[src/rtl/core/ihex_pkg.sv]
package ihex_pkg;

  localparam int RECORD_BYTES = 16;
  localparam int LENGTH_BITS  = 24;
  localparam int REC_W        = $clog2(RECORD_BYTES + 1);

  localparam int QUEUE_DEPTH  = 2;
  localparam int QPTR_W       = (QUEUE_DEPTH > 1) ? $clog2(QUEUE_DEPTH) : 1;
  localparam int QCNT_W       = $clog2(QUEUE_DEPTH + 1);

  // Character positions of one transaction's text; segments are contiguous
  // so the back end only ever steps by one.
  localparam int POS_W = 6;
  localparam logic [POS_W-1:0] P_EXT       = 6'd0;
  localparam logic [POS_W-1:0] P_HDR       = 6'd16;
  localparam logic [POS_W-1:0] P_DATA      = 6'd25;
  localparam logic [POS_W-1:0] P_DATA_END  = 6'd26;
  localparam logic [POS_W-1:0] P_CLOSE     = 6'd27;
  localparam logic [POS_W-1:0] P_CLOSE_END = 6'd29;
  localparam logic [POS_W-1:0] P_EOF       = 6'd30;
  localparam logic [POS_W-1:0] P_EOF_END   = 6'd41;

  localparam logic [7:0] CH_COLON = 8'h3A;
  localparam logic [7:0] CH_NL    = 8'h0A;
  localparam logic [7:0] CH_0     = 8'h30;
  localparam logic [7:0] CH_1     = 8'h31;
  localparam logic [7:0] CH_2     = 8'h32;
  localparam logic [7:0] CH_4     = 8'h34;
  localparam logic [7:0] CH_F     = 8'h46;

  typedef struct packed {
    logic        ext;
    logic [15:0] hi;
    logic [7:0]  ext_ck;
    logic        hdr;
    logic [7:0]  rec;
    logic [15:0] lo;
    logic [7:0]  data;
    logic        close;
    logic [7:0]  close_ck;
    logic        eof;
  } cmd_t;

  function automatic logic [7:0] hex_char(input logic [3:0] v);
    logic [7:0] r;
    if (v < 4'd10) begin
      r = CH_0 + {4'b0000, v};
    end else begin
      r = 8'h37 + {4'b0000, v};
    end
    return r;
  endfunction

endpackage

[src/rtl/core/ihex_front.sv]
module ihex_front
  import ihex_pkg::*;
(
  input  logic                   clk,
  input  logic                   rst,
  input  logic [31:0]            base_address,
  input  logic [LENGTH_BITS-1:0] payload_length,
  input  logic                   in_valid,
  output logic                   in_stall,
  input  logic [7:0]             data_byte,
  input  logic                   full,
  output logic                   push,
  output cmd_t                   cmd
);

  logic [LENGTH_BITS-1:0] byte_offset;
  logic [15:0]            upper_address;
  logic                   upper_valid;
  logic [7:0]             record_sum;
  logic [REC_W-1:0]       record_left;

  logic [LENGTH_BITS-1:0] rem;
  logic [LENGTH_BITS-1:0] off1;
  logic [REC_W-1:0]       rec;
  logic [31:0]            addr;
  logic                   open_rec;
  logic                   page_change;
  logic [7:0]             hdr_sum;
  logic [7:0]             sum_new;
  logic [REC_W-1:0]       rl_after;
  logic                   run_done;
  logic                   close_rec;

  assign in_stall = full;
  assign push     = in_valid && !full && (byte_offset < payload_length);

  always_comb begin
    rem      = payload_length - byte_offset;
    rec      = (rem > LENGTH_BITS'(RECORD_BYTES)) ? REC_W'(RECORD_BYTES) : rem[REC_W-1:0];
    addr     = base_address + 32'(byte_offset);
    open_rec = (record_left == '0);
    page_change = open_rec && (!upper_valid || (addr[31:16] != upper_address));
    hdr_sum  = 8'(rec) + addr[15:8] + addr[7:0];
    sum_new  = (open_rec ? hdr_sum : record_sum) + data_byte;
    rl_after = (open_rec ? rec : record_left) - REC_W'(1);
    off1     = byte_offset + LENGTH_BITS'(1);
    run_done = (off1 >= payload_length);
    close_rec = (rl_after == '0) || run_done;

    cmd.ext      = page_change;
    cmd.hi       = addr[31:16];
    cmd.ext_ck   = 8'h00 - (8'd6 + addr[31:24] + addr[23:16]);
    cmd.hdr      = open_rec;
    cmd.rec      = 8'(rec);
    cmd.lo       = addr[15:0];
    cmd.data     = data_byte;
    cmd.close    = close_rec;
    cmd.close_ck = 8'h00 - sum_new;
    cmd.eof      = run_done;
  end

  always_ff @(posedge clk) begin
    if (rst) begin
      byte_offset   <= '0;
      upper_address <= '0;
      upper_valid   <= 1'b0;
      record_sum    <= '0;
      record_left   <= '0;
    end else if (push) begin
      byte_offset <= off1;
      if (page_change) begin
        upper_address <= addr[31:16];
        upper_valid   <= 1'b1;
      end
      record_sum  <= close_rec ? 8'h00 : sum_new;
      record_left <= close_rec ? '0 : rl_after;
    end
  end

endmodule

[src/rtl/core/ihex_queue.sv]
module ihex_queue
  import ihex_pkg::*;
(
  input  logic clk,
  input  logic rst,
  input  logic push,
  input  cmd_t wr_cmd,
  output logic full,
  input  logic pop,
  output cmd_t rd_cmd,
  output logic empty
);

  cmd_t              entries [QUEUE_DEPTH];
  logic [QPTR_W-1:0] wr_ptr;
  logic [QPTR_W-1:0] rd_ptr;
  logic [QCNT_W-1:0] count;

  assign full   = (count == QCNT_W'(QUEUE_DEPTH));
  assign empty  = (count == '0);
  assign rd_cmd = entries[rd_ptr];

  always_ff @(posedge clk) begin
    if (push) begin
      entries[wr_ptr] <= wr_cmd;
    end
  end

  always_ff @(posedge clk) begin
    if (rst) begin
      wr_ptr <= '0;
      rd_ptr <= '0;
      count  <= '0;
    end else begin
      if (push) begin
        wr_ptr <= (wr_ptr == QPTR_W'(QUEUE_DEPTH - 1)) ? '0 : wr_ptr + QPTR_W'(1);
      end
      if (pop) begin
        rd_ptr <= (rd_ptr == QPTR_W'(QUEUE_DEPTH - 1)) ? '0 : rd_ptr + QPTR_W'(1);
      end
      if (push && !pop) begin
        count <= count + QCNT_W'(1);
      end else if (pop && !push) begin
        count <= count - QCNT_W'(1);
      end
    end
  end

endmodule

[src/rtl/core/ihex_back.sv]
module ihex_back
  import ihex_pkg::*;
(
  input  logic       clk,
  input  logic       rst,
  input  cmd_t       cmd,
  input  logic       empty,
  output logic       pop,
  output logic       out_valid,
  input  logic       out_stall,
  output logic [7:0] out_char,
  output logic       last_char
);

  logic             started;
  logic [POS_W-1:0] pos;
  logic [POS_W-1:0] start_pos;
  logic [POS_W-1:0] cur;
  logic             fire;

  assign start_pos = cmd.ext ? P_EXT : (cmd.hdr ? P_HDR : P_DATA);
  assign cur       = started ? pos : start_pos;
  assign out_valid = !empty;
  assign fire      = out_valid && !out_stall;
  assign last_char = ((cur == P_DATA_END) && !cmd.close) ||
                     ((cur == P_CLOSE_END) && !cmd.eof) ||
                     (cur == P_EOF_END);
  assign pop       = fire && last_char;

  always_comb begin
    case (cur)
      6'd0:    out_char = CH_COLON;
      6'd1:    out_char = CH_0;
      6'd2:    out_char = CH_2;
      6'd3:    out_char = CH_0;
      6'd4:    out_char = CH_0;
      6'd5:    out_char = CH_0;
      6'd6:    out_char = CH_0;
      6'd7:    out_char = CH_0;
      6'd8:    out_char = CH_4;
      6'd9:    out_char = hex_char(cmd.hi[15:12]);
      6'd10:   out_char = hex_char(cmd.hi[11:8]);
      6'd11:   out_char = hex_char(cmd.hi[7:4]);
      6'd12:   out_char = hex_char(cmd.hi[3:0]);
      6'd13:   out_char = hex_char(cmd.ext_ck[7:4]);
      6'd14:   out_char = hex_char(cmd.ext_ck[3:0]);
      6'd15:   out_char = CH_NL;
      6'd16:   out_char = CH_COLON;
      6'd17:   out_char = hex_char(cmd.rec[7:4]);
      6'd18:   out_char = hex_char(cmd.rec[3:0]);
      6'd19:   out_char = hex_char(cmd.lo[15:12]);
      6'd20:   out_char = hex_char(cmd.lo[11:8]);
      6'd21:   out_char = hex_char(cmd.lo[7:4]);
      6'd22:   out_char = hex_char(cmd.lo[3:0]);
      6'd23:   out_char = CH_0;
      6'd24:   out_char = CH_0;
      6'd25:   out_char = hex_char(cmd.data[7:4]);
      6'd26:   out_char = hex_char(cmd.data[3:0]);
      6'd27:   out_char = hex_char(cmd.close_ck[7:4]);
      6'd28:   out_char = hex_char(cmd.close_ck[3:0]);
      6'd29:   out_char = CH_NL;
      6'd30:   out_char = CH_COLON;
      6'd31:   out_char = CH_0;
      6'd32:   out_char = CH_0;
      6'd33:   out_char = CH_0;
      6'd34:   out_char = CH_0;
      6'd35:   out_char = CH_0;
      6'd36:   out_char = CH_0;
      6'd37:   out_char = CH_0;
      6'd38:   out_char = CH_1;
      6'd39:   out_char = CH_F;
      6'd40:   out_char = CH_F;
      6'd41:   out_char = CH_NL;
      default: out_char = CH_NL;
    endcase
  end

  always_ff @(posedge clk) begin
    if (rst) begin
      started <= 1'b0;
      pos     <= '0;
    end else if (fire) begin
      started <= !last_char;
      pos     <= cur + POS_W'(1);
    end
  end

endmodule

[src/rtl/core/intel_hex_record_encoder_top.sv]
// The first character of a byte's text is offered once its command, registered in the queue, is at the head.
// The back end gives one character per cycle while out_stall is low; a byte gives two characters plus
// record overhead (up to 42 for one byte), about 2.75 characters per byte on a long run.
// The front end takes a byte per cycle while the two-entry queue has room.
// Reset (synchronous): encoder state cleared, base_address 0, payload_length 1.
module intel_hex_record_encoder_top
  import ihex_pkg::*;
(
  input  logic        clk,
  input  logic        rst,
  input  logic        psel,
  input  logic        penable,
  input  logic        pwrite,
  input  logic [2:0]  paddr,
  input  logic [31:0] pwdata,
  output logic [31:0] prdata,
  output logic        pready,
  input  logic        in_valid,
  output logic        in_stall,
  input  logic [7:0]  data_byte,
  output logic        out_valid,
  input  logic        out_stall,
  output logic [7:0]  out_char,
  output logic        last_char
);

  localparam logic REG_BASE   = 1'b0;
  localparam logic REG_LENGTH = 1'b1;

  logic [31:0]            base_address;
  logic [LENGTH_BITS-1:0] payload_length;
  logic                   cfg_wr;

  cmd_t front_cmd;
  cmd_t head_cmd;
  logic push;
  logic pop;
  logic full;
  logic empty;

  assign pready = 1'b1;
  assign cfg_wr = psel && penable && pwrite;
  assign prdata = (paddr[2] == REG_LENGTH) ? 32'(payload_length) : base_address;

  always_ff @(posedge clk) begin
    if (rst) begin
      base_address   <= '0;
      payload_length <= LENGTH_BITS'(1);
    end else if (cfg_wr) begin
      case (paddr[2])
        REG_BASE:   base_address   <= pwdata;
        REG_LENGTH: payload_length <= pwdata[LENGTH_BITS-1:0];
        default:    base_address   <= base_address;
      endcase
    end
  end

  ihex_front u_front (
    .clk            (clk),
    .rst            (rst),
    .base_address   (base_address),
    .payload_length (payload_length),
    .in_valid       (in_valid),
    .in_stall       (in_stall),
    .data_byte      (data_byte),
    .full           (full),
    .push           (push),
    .cmd            (front_cmd)
  );

  ihex_queue u_queue (
    .clk    (clk),
    .rst    (rst),
    .push   (push),
    .wr_cmd (front_cmd),
    .full   (full),
    .pop    (pop),
    .rd_cmd (head_cmd),
    .empty  (empty)
  );

  ihex_back u_back (
    .clk       (clk),
    .rst       (rst),
    .cmd       (head_cmd),
    .empty     (empty),
    .pop       (pop),
    .out_valid (out_valid),
    .out_stall (out_stall),
    .out_char  (out_char),
    .last_char (last_char)
  );

endmodule

[config.mk]
export PLATFORM = sky130hd
export DESIGN_NAME = intel_hex_record_encoder_top
export DESIGN_NICKNAME = d
export VERILOG_FILES = /design/src/rtl/core/ihex_pkg.sv /design/src/rtl/core/ihex_front.sv /design/src/rtl/core/ihex_queue.sv /design/src/rtl/core/ihex_back.sv /design/src/rtl/core/intel_hex_record_encoder_top.sv
export SDC_FILE = /design/constraint.sdc
export NUM_CORES = 1
export LEC_CHECK = 0
export ABC_CLOCK_PERIOD_IN_PS = 13200
export BUFFER_PORTS_ARGS = -buffer_cell sky130_fd_sc_hd__buf_2
export CORE_MARGIN = 3
export CORE_UTILIZATION = 36
export CTS_CLUSTER_SIZE = 28
export DETAILED_ROUTE_END_ITERATION = 16
export MAX_ROUTING_LAYER = met4
export PLACE_DENSITY = 0.5
export SETUP_SLACK_MARGIN = 0.1
export SYNTH_ARGS = -nofsm -noshare
export SYNTH_HDL_FRONTEND = slang
export SYNTH_SLANG_ARGS = --single-unit
export TNS_END_PERCENT = 100
[constraint.sdc]
create_clock -name clk -period 13.2 [get_ports clk]
set_input_delay 1.98 -clock clk [delete_from_list [all_inputs] [get_ports clk]]
set_output_delay 1.98 -clock clk [all_outputs]
set_load 0.05 [all_outputs]
== After elaboration in Yosys (flattened, before gate mapping) ==
Memory sizes are Yosys's and may differ from the RTL's. A register that Yosys moved wholly into a read port is not among the register bits.
Cells that the tools add are included.
W data, S select, Z words.

* Register bits: 121
* Bits in writable memories: 130
* Output and inout bits: 44
* Word-level logic and storage cells: 192
* Memories kept: 1

* $add $sub $neg: 48
* Order comparisons: 19
* Equality and inequality tests: 42
* Mux-type cells: 34
* Bitwise logic cells: 1
* Reduce and logical (&&, ||, !) cells: 35

{| class="wikitable"
|+ Memory list
! memory !! depth !! bits a word !! read ports !! clocked after Yosys merged registers in !! wr ports !! line !! text
|-
| u_queue.entries || 2 || 65 || 1 || 1 || 1 || ihex_queue.sv:14 || <nowiki>cmd_t entries [QUEUE_DEPTH];</nowiki>
|}

{| class="wikitable"
|+ Operators with widths
! operator !! number
|-
| $add A6 B4 Y7 const A || 32
|-
| $pmux W8 S22 || 1
|-
| $mux W8 || 18
|-
| $eq A6 B5 Y1 const B || 16
|-
| $lt A4 B4 Y1 const B || 16
|-
| $eq A6 B6 Y1 const B || 10
|-
| $eq A6 B4 Y1 const B || 7
|-
| $add A32 B24 Y32 || 1
|-
| $mux W32 || 1
|-
| $add A24 B1 Y24 const B || 1
|-
| $add A8 B8 Y8 || 3
|-
| $eq A6 B3 Y1 const B || 4
|-
| $ge A24 B24 Y1 || 1
|-
| $gt A24 B5 Y1 const B || 1
|-
| $lt A24 B24 Y1 || 1
|-
| $sub A24 B24 Y24 || 1
|-
| $ne A16 B16 Y1 || 1
|-
| $sub A1 B8 Y8 const A || 2
|-
| $mux W5 || 3
|-
| $reduce_or A15 Y1 || 1
|-
| $eq A6 B2 Y1 const B || 2
|-
| $mux W6 || 2
|-
| $logic_and A1 B1 Y1 || 11
|-
| $logic_not A5 Y1 || 2
|-
| 21 further kinds || 41
|}

== Longest topological paths before layout ==
Gate-level depths: netlist of the first run.

* Depth in word-level cells: 11
* Gate-level depth with buffers: 30
* Mapped depth without buffers: 30

== Modules after synthesis ==
From an unflattened synthesis of the first run, not the netlist that was laid out.

* Cells, all modules: 2,091
* Area, all modules: 19,393.6 µm²

{| class="wikitable"
|+ By module, submodules not included
! module !! times used !! cells an instance !! area each (µm²) !! seq. area each (µm²)
|-
| ihex_front || 1 || 1,115 || 8,415.6 || 1,081.0
|-
| ihex_queue || 1 || 234 || 5,202.5 || 4,184.0
|-
| ihex_back || 1 || 486 || 3,055.4 || 140.1
|-
| intel_hex_record_encoder_top || 1 || 256 || 2,720.1 || 1,121.1
|}

== Least setup slack after synthesis of the first run ==
Ideal clock, no wire load.

* Path type: reg-to-reg
* Start point: register u_front.byte_offset[1]
* End point: memory u_queue.entries[0][8] (netlist bit) (data pin)
* Setup time: 0.266 ns
* Arrival: 6.110 ns
* Required time: 12.934 ns
* Path slack: 6.824 ns
* Stages on the path, launching flop included: 29
* Period minus slack after synthesis: 6.376 ns
* Cell sequence: dfxtp_1 -> inv_1 -> ha_1 -> nor2b_1 -> o2111ai_1 -> a21o_1 -> a2111oi_0 -> o21ai_0 -> a32oi_1 -> nand4b_1 -> nor3b_2 -> nand2_1 -> nor2_1 -> inv_1 -> fa_1 -> inv_1 -> ha_1 -> inv_1 -> fa_1 -> o21ai_0 -> ha_1 -> a21oi_1 -> nor2_1 -> a211o_1 -> a21o_1 -> a21oi_1 -> xnor2_1 -> xor2_1 -> xnor2_1

{| class="wikitable"
|+ RTL lines
! what !! line !! text
|-
| start: declaration || ihex_front.sv:16 || <nowiki>logic [LENGTH_BITS-1:0] byte_offset;</nowiki>
|-
| start signal: assignment || ihex_front.sv:64 || <nowiki>byte_offset <= '0;</nowiki>
|-
| start signal: assignment || ihex_front.sv:70 || <nowiki>byte_offset <= off1;</nowiki>
|-
| end: declaration || ihex_queue.sv:14 ||
|}

==> metrics.txt, run 1 <==
dominant cell type by area after synthesis edfxtp_1; met2 Use GR 34.2%; FF+latch area ~0.0063 sq mm; Vias roughly 14000; DR vias/cell between 5 and 6; DR DRC count 0; Ant. Diodes 0; CTS Buffer Depth 3; vias in the first global route around 14000; Multi-input gate area slightly above 0.01 sq mm; min-delay worst type reg2reg; Post-DP HPWL ~39000 microns; CTS tree yes; total core area 0.0470 sq mm; FFs w/ async S/R, synth 0%; GR peak layer met2; placed insts around 2500; Fmax achieved 126 MHz; num ports 94; Setup crit end kind register; largest family of logic cells by synthesized area simple AND/OR/NAND/NOR gates; Setup crit start kind register; post-synth cell types 83; unrepaired setup endpoints after global routing no; full die area around 0.051 sq mm; critical path type reg2reg; register bit total from synthesis roughly 250; Setup WS post-layout between 5000 and 6000 ps; DRT iter0 DRCs 1001; port bufs between 80 and 90; met1 GRT Util approximately 27%; Post CTS Setup Buffer Count 0; CP max stage delay about 600 ps; # rows 79; Reg clk slew, reported paths around 60 ps; # hold bufs at CTS 0; Simple-Gate Fraction of Synth Area between 15 and 20%; post-synthesis mux area share between 6 and 7%; largest net degree at the start of global routing 69; worst slew pin tran roughly 1000 ps; Non-Filler Instances 2598; clock sinks ~250; Max-cap violations 0; setup tns final 0 ps; Global Route met3 Usage around 2.2%; synth top area cells edfxtp_1 23%, dfxtp_1 14%, ha_1 9.0%; Crit path required time roughly 14000 ps; crit share post-route between 50% and 60%; Lkg Pwr 7.58 nW; status complete, no violations; Die W between 200 and 250 microns; Mapped Cells ~1900; Worst-Skew Late Latency about 580 ps; First-pass DRT Iterations 5; Peak supply drop about 0.096 mV; Commonest cells post-synth 261 x nand2_1, 155 x a21oi_1, 130 x edfxtp_1, 130 x nor2_1, 124 x ha_1; Overflow after GRT 0; Num CTS Buffers 31; Avg WL per Cell 19.8 microns; min Tclk post-route around 7900 ps; Hold Worst Slack 457 ps; worst-path fanout max 7; final WL approximately 52000 microns; Slowest-stage cell, CP xnor2_1; EDFF count, synth 130; synthesized-area fraction occupied by adder cells between 10 and 15%; Nets about 2200; yosys warns 0; count leader, synth nand2_1; H-tree Lvls 1; Routability Congestion between 0.9 and 1; max-slew violations 0; Seq/Total Area, Yosys around 37%; Area Overhead vs Synth 12.4%; share of the synthesized area in the top cell type a little under a quarter; die height approximately 220 microns; fraction of layout instances using a drive strength above 1 between 10 and 15%; number of routed nets with antenna violations 0; FILL cells ~4700; Synth Area in XOR/XNOR 7.50%; PD cells ~150 mW/mm^2; syn avg cell area 9.05 sq um; Compound-Gate Fraction of Synth Area about 17%; Pwr Total around 2.9 mW; Slew HR about a third; critical path arrival 8230 ps; Synth Cell Area roughly 0.017 sq mm; Root Buffer clkbuf_16; Hold Vio Cnt, Final 0; clock skew 13.2 ps; Crit path top cell by count inv_1; GR Util All Layers 20.5%; post-CTS sizing 0; global-route wire length before repair 79600 microns; antenna violations before repair 0; Most used DFF post-synth edfxtp_1; Initial Utilization a little under two fifths; # setup viols final 0; Syn Nets around 2100; dpl ws approximately 5300 ps
==> cells by family after synthesis <==
| kind of cell | after synthesis |
|---|---|
| xor gates and xnor gates | 143 |
| DFF | 252 |
| muxes | 115 |
| AOI/OAI and AO/OA | 442 |
| other | 2 |
| buffers and inverters | 183 |
| adders and majority gates | 134 |
| and+or+nand+nor | 635 |
==> per-stage QoR <==
stage	util (%)	instance area, sq um
after global placement	38.9	18300
after CTS	41.3	19400
after floorplan	-	17200
after detailed placement	38.9	18300
after global routing	41.3	19400
final	41.3	19400
==> path summary, 6_finish.rpt <==
| path | from | endpoint | cells past startpoint | slack [ps] |
|---|---|---|---|---|
| worst max-delay path | payload_length[0] | u_queue.entries[1][8] | 29 | 5280 |
| worst max register to register | payload_length[0] | u_queue.entries[1][8] | 29 | 5280 |
| worst min-delay path | u_front.record_sum[5] | u_front.record_sum[5] | 2 | 460 |
| worst min register to register | u_front.record_sum[5] | u_front.record_sum[5] | 2 | 460 |
==> flip-flops by register name, indices dropped and copies added, names as in the netlist, named ones only <==
register,cells
u_queue.entries,130
base_address,32
u_queue.wr_ptr,1
u_front.record_left,5
u_back.started,1
u_back.pos,6
u_front.byte_offset,24
u_queue.rd_ptr,1
u_front.upper_address,16
payload_length,24
u_front.record_sum,8
u_queue.count,2
u_front.upper_valid,1
==> worst max-delay path: cells and delay by family (launching register included) <==
kind                       cells  cell delay [ps]
and+or+nand+nor                5             1310
DFF                            1              370
buffers and inverters          5              470
AOI/OAI and AO/OA              9             2250
adders and majority gates      6             2100
xor gates and xnor gates       4             1150
==> layout by cell type, fill, tap and decap left out, types with 8 or more instances in the layout <==
master     instances
a32o_1            10
o21a_1            10
o2111ai_1          8
a211o_1            9
xor2_1            40
dfxtp_1          121
nand3_1           45
nor4_1            10
nand4_1           29
a22oi_1            8
buf_2             88
buf_4             14
edfxtp_1         130
xnor2_1          100
nor3_1            33
clkbuf_16         33
a31oi_1           13
o22ai_1           23
a2111oi_0          8
inv_1            108
a21boi_0          13
and3_1            30
or3_1              8
nand2b_1          19
nor2b_1           16
o21ai_0           54
mux2_2            44
nand2_1          261
a221oi_1          12
mux2i_1           71
a21oi_1          155
nor2_1           127
and2_1            12
nor3b_1           10
a211oi_1          18
fa_1              10
a21o_1            32
o21bai_1          10
ha_1             124
==> layer usage <==
metal	vias up	share of wire [%]
li1	7045	-
met1	6851	47
met2	262	48
met3	54	3.6
met4	0	1.9
met5	-	0
==> power breakdown <==
group | switching, mW | leakage [nW] | internal, mW | total [mW]
combinational | 0.641 | 4.83 | 0.308 | 0.949
sequential | 0.0432 | 2.20 | 0.957 | 1.00
clock | 0.356 | 0.544 | 0.587 | 0.943
total | 1.04 | 7.58 | 1.85 | 2.89
==> area by class of cell <==
cell class	instances	area share (%)
multi-input cells	1471	52.6
flip-flops and latches	252	32.7
clock buffers	41	4.52
well taps	607	3.92
repair buffers	102	2.81
inverters	109	2.11
clock inverters	16	1.34
No activity file was read; power rests on OpenSTA's default activity.
==> run 2, diff against run 1 <==
--- a/config.mk
+++ b/config.mk
@@ -5,7 +5,7 @@
 export SDC_FILE = /design/constraint.sdc
 export NUM_CORES = 1
 export LEC_CHECK = 0
-export ABC_CLOCK_PERIOD_IN_PS = 13200
+export ABC_CLOCK_PERIOD_IN_PS = 7520
 export BUFFER_PORTS_ARGS = -buffer_cell sky130_fd_sc_hd__buf_2
 export CORE_MARGIN = 3
 export CORE_UTILIZATION = 36
==> constraint.sdc (replaced) <==
create_clock -name clk -period 7.52 [get_ports clk]
set_input_delay 1.128 -clock clk [delete_from_list [all_inputs] [get_ports clk]]
set_output_delay 1.128 -clock clk [all_outputs]
set_load 0.05 [all_outputs]
==> run 2 against run 1 <==
  * Combinational power is 73% higher
  * Global-route usage is 0.21 points lower
  * Final area hardly changed
  * Sequential share of layout area hardly changed
  * First-iteration DRC count is 4.8% lower
  * Register-to-register slack worse by 4600 ps
  * Die area stayed put
  * Final cell count hardly changed
  * Maximum frequency is 15% higher
  * Utilization hardly changed
  * Clock power is 72% higher
  * Hold slack better by 1.9 ps
  * Critical path type unchanged
  * Critical endpoint unchanged
==> metrics.txt, run 2 (synthesis gave the netlist of run 1 again) <==
status complete, no violations; Hold Worst Slack 458 ps; die height roughly 220 microns; antenna violations before repair 0; Peak supply drop about 0.17 mV; vias in the first global route ~14000; Fmax achieved 145 MHz; Multi-input gate area roughly 0.010 sq mm; max-slew violations 0; critical path type reg2reg; Root Buffer clkbuf_16; # hold bufs at CTS 0; critical path arrival 7200 ps; DRT iter0 DRCs 953; Routability Congestion between 0.9 and 1; max reg flops 130; min Tclk post-route roughly 6900 ps; Ant. Diodes 0; Num CTS Buffers 30; # setup viols final 0; Setup crit end kind register; clock sinks between 200 and 300; wl on met1 around 24000 microns; Lkg Pwr ~7.6 nW; Reg clk slew, reported paths 60 ps; worst-path fanout max 7; Final Util around 41%; Die W approximately 220 microns; fraction of layout instances using a drive strength above 1 a little under an eighth; FILL cells around 4600; Setup WS post-layout around 640 ps; Crit path top cell by count inv_1; H-tree Lvls 1; PD cells 258 mW/mm^2; unrepaired setup endpoints after global routing no; number of routed nets with antenna violations 0; Slew HR 22.7%; uppermost layer routed met4; CP max stage delay between 500 and 600 ps; Crit path required time 7830 ps; Area Overhead vs Synth 12.6%; Slowest-stage cell, CP fa_1; most frequent cells in the layout 261 x nand2_1, 154 x a21oi_1, 130 x edfxtp_1; DR DRC count 0; num ports 94; met3 wire length about 1800 microns; GR Util All Layers about a fifth; crit share post-route around nine tenths; Largest regs u_queue.entries: 130 flops, base_address: 32 flops; Worst-Skew Late Latency 570 ps; Initial Utilization between 30 and 40%; port bufs 89; placed insts ~2500; Biggest register u_queue.entries; met2 WL approximately 24000 microns; largest net degree at the start of global routing 66; Max-cap violations 0; Hold Vio Cnt, Final 0; Setup crit start kind register; FF+latch area 0.00635 sq mm; full die area ~0.051 sq mm; min-delay worst type reg2reg; most common cell after layout, fill and taps aside nand2_1; global-route wire length before repair ~79000 microns; CTS Buffer Depth 3; Avg WL per Cell roughly 19 microns; CTS tree yes; # rows between 70 and 80; Post CTS Setup Buffer Count 0; First-pass DRT Iterations 5; worst slew pin tran 1150 ps; total core area approximately 0.047 sq mm; dpl ws approximately 400 ps; Nets approximately 2200; Post-DP HPWL around 39000 microns; Overflow after GRT 0; DR vias/cell 5.54; Vias roughly 14000; final WL 50600 microns; Non-Filler Instances ~2600; clock skew between 15 and 20 ps; post-CTS sizing 0; setup tns final 0 ps
run 2: final cells by class:
type | count | area share [%]
well taps | 607 | 3.91
multi-input cells | 1471 | 52.7
inverters | 109 | 2.11
flip-flops and latches | 252 | 32.7
repair buffers | 105 | 2.93
clock inverters | 19 | 1.60
clock buffers | 36 | 4.09
run 2: metal layers:
layer	vias up	GRT usage (%)
met4	0	4.16
met5	-	-
met2	281	33.8
met1	6981	27.0
li1	7067	-
met3	63	2.16
run 2: worst max-delay path, delay by kind of cell, from the launching register on:
kind            cells  cell delay, ps
compound gates     10            2500
xor+xnor            4             740
fa+ha+maj           5            1860
buf+inv             4             340
flops               1             430
simple gates        4             770
run 2: worst paths after layout:
path / startpoint / end / slack (ps) / cells past startpoint
setup / recovery: u_front.byte_offset[9] / u_queue.entries[1][8] / 640 / 27
hold / removal: u_front.record_sum[5] / u_front.record_sum[5] / 460 / 2
setup reg to reg: u_front.byte_offset[9] / u_queue.entries[1][8] / 640 / 27
hold reg to reg: u_front.record_sum[5] / u_front.record_sum[5] / 460 / 2
run 2: power breakdown:
group	internal [mW]	total, mW	switching (mW)	leakage (nW)
Clock	1.03	1.62	0.591	0.538
Combinational	0.534	1.64	1.11	4.86
Sequential	1.68	1.75	0.0737	2.20
run 2: stage by stage:
| stage | instance area (sq um) | power, mW |
|---|---|---|
| after floorplan | 17200 | 2.95 |
| after global placement | 18300 | 3.39 |
| after detailed placement | 18300 | 3.42 |
| after CTS | 19400 | 5.07 |
| after global routing | 19400 | 5.31 |
| final | 19400 | 5.01 |
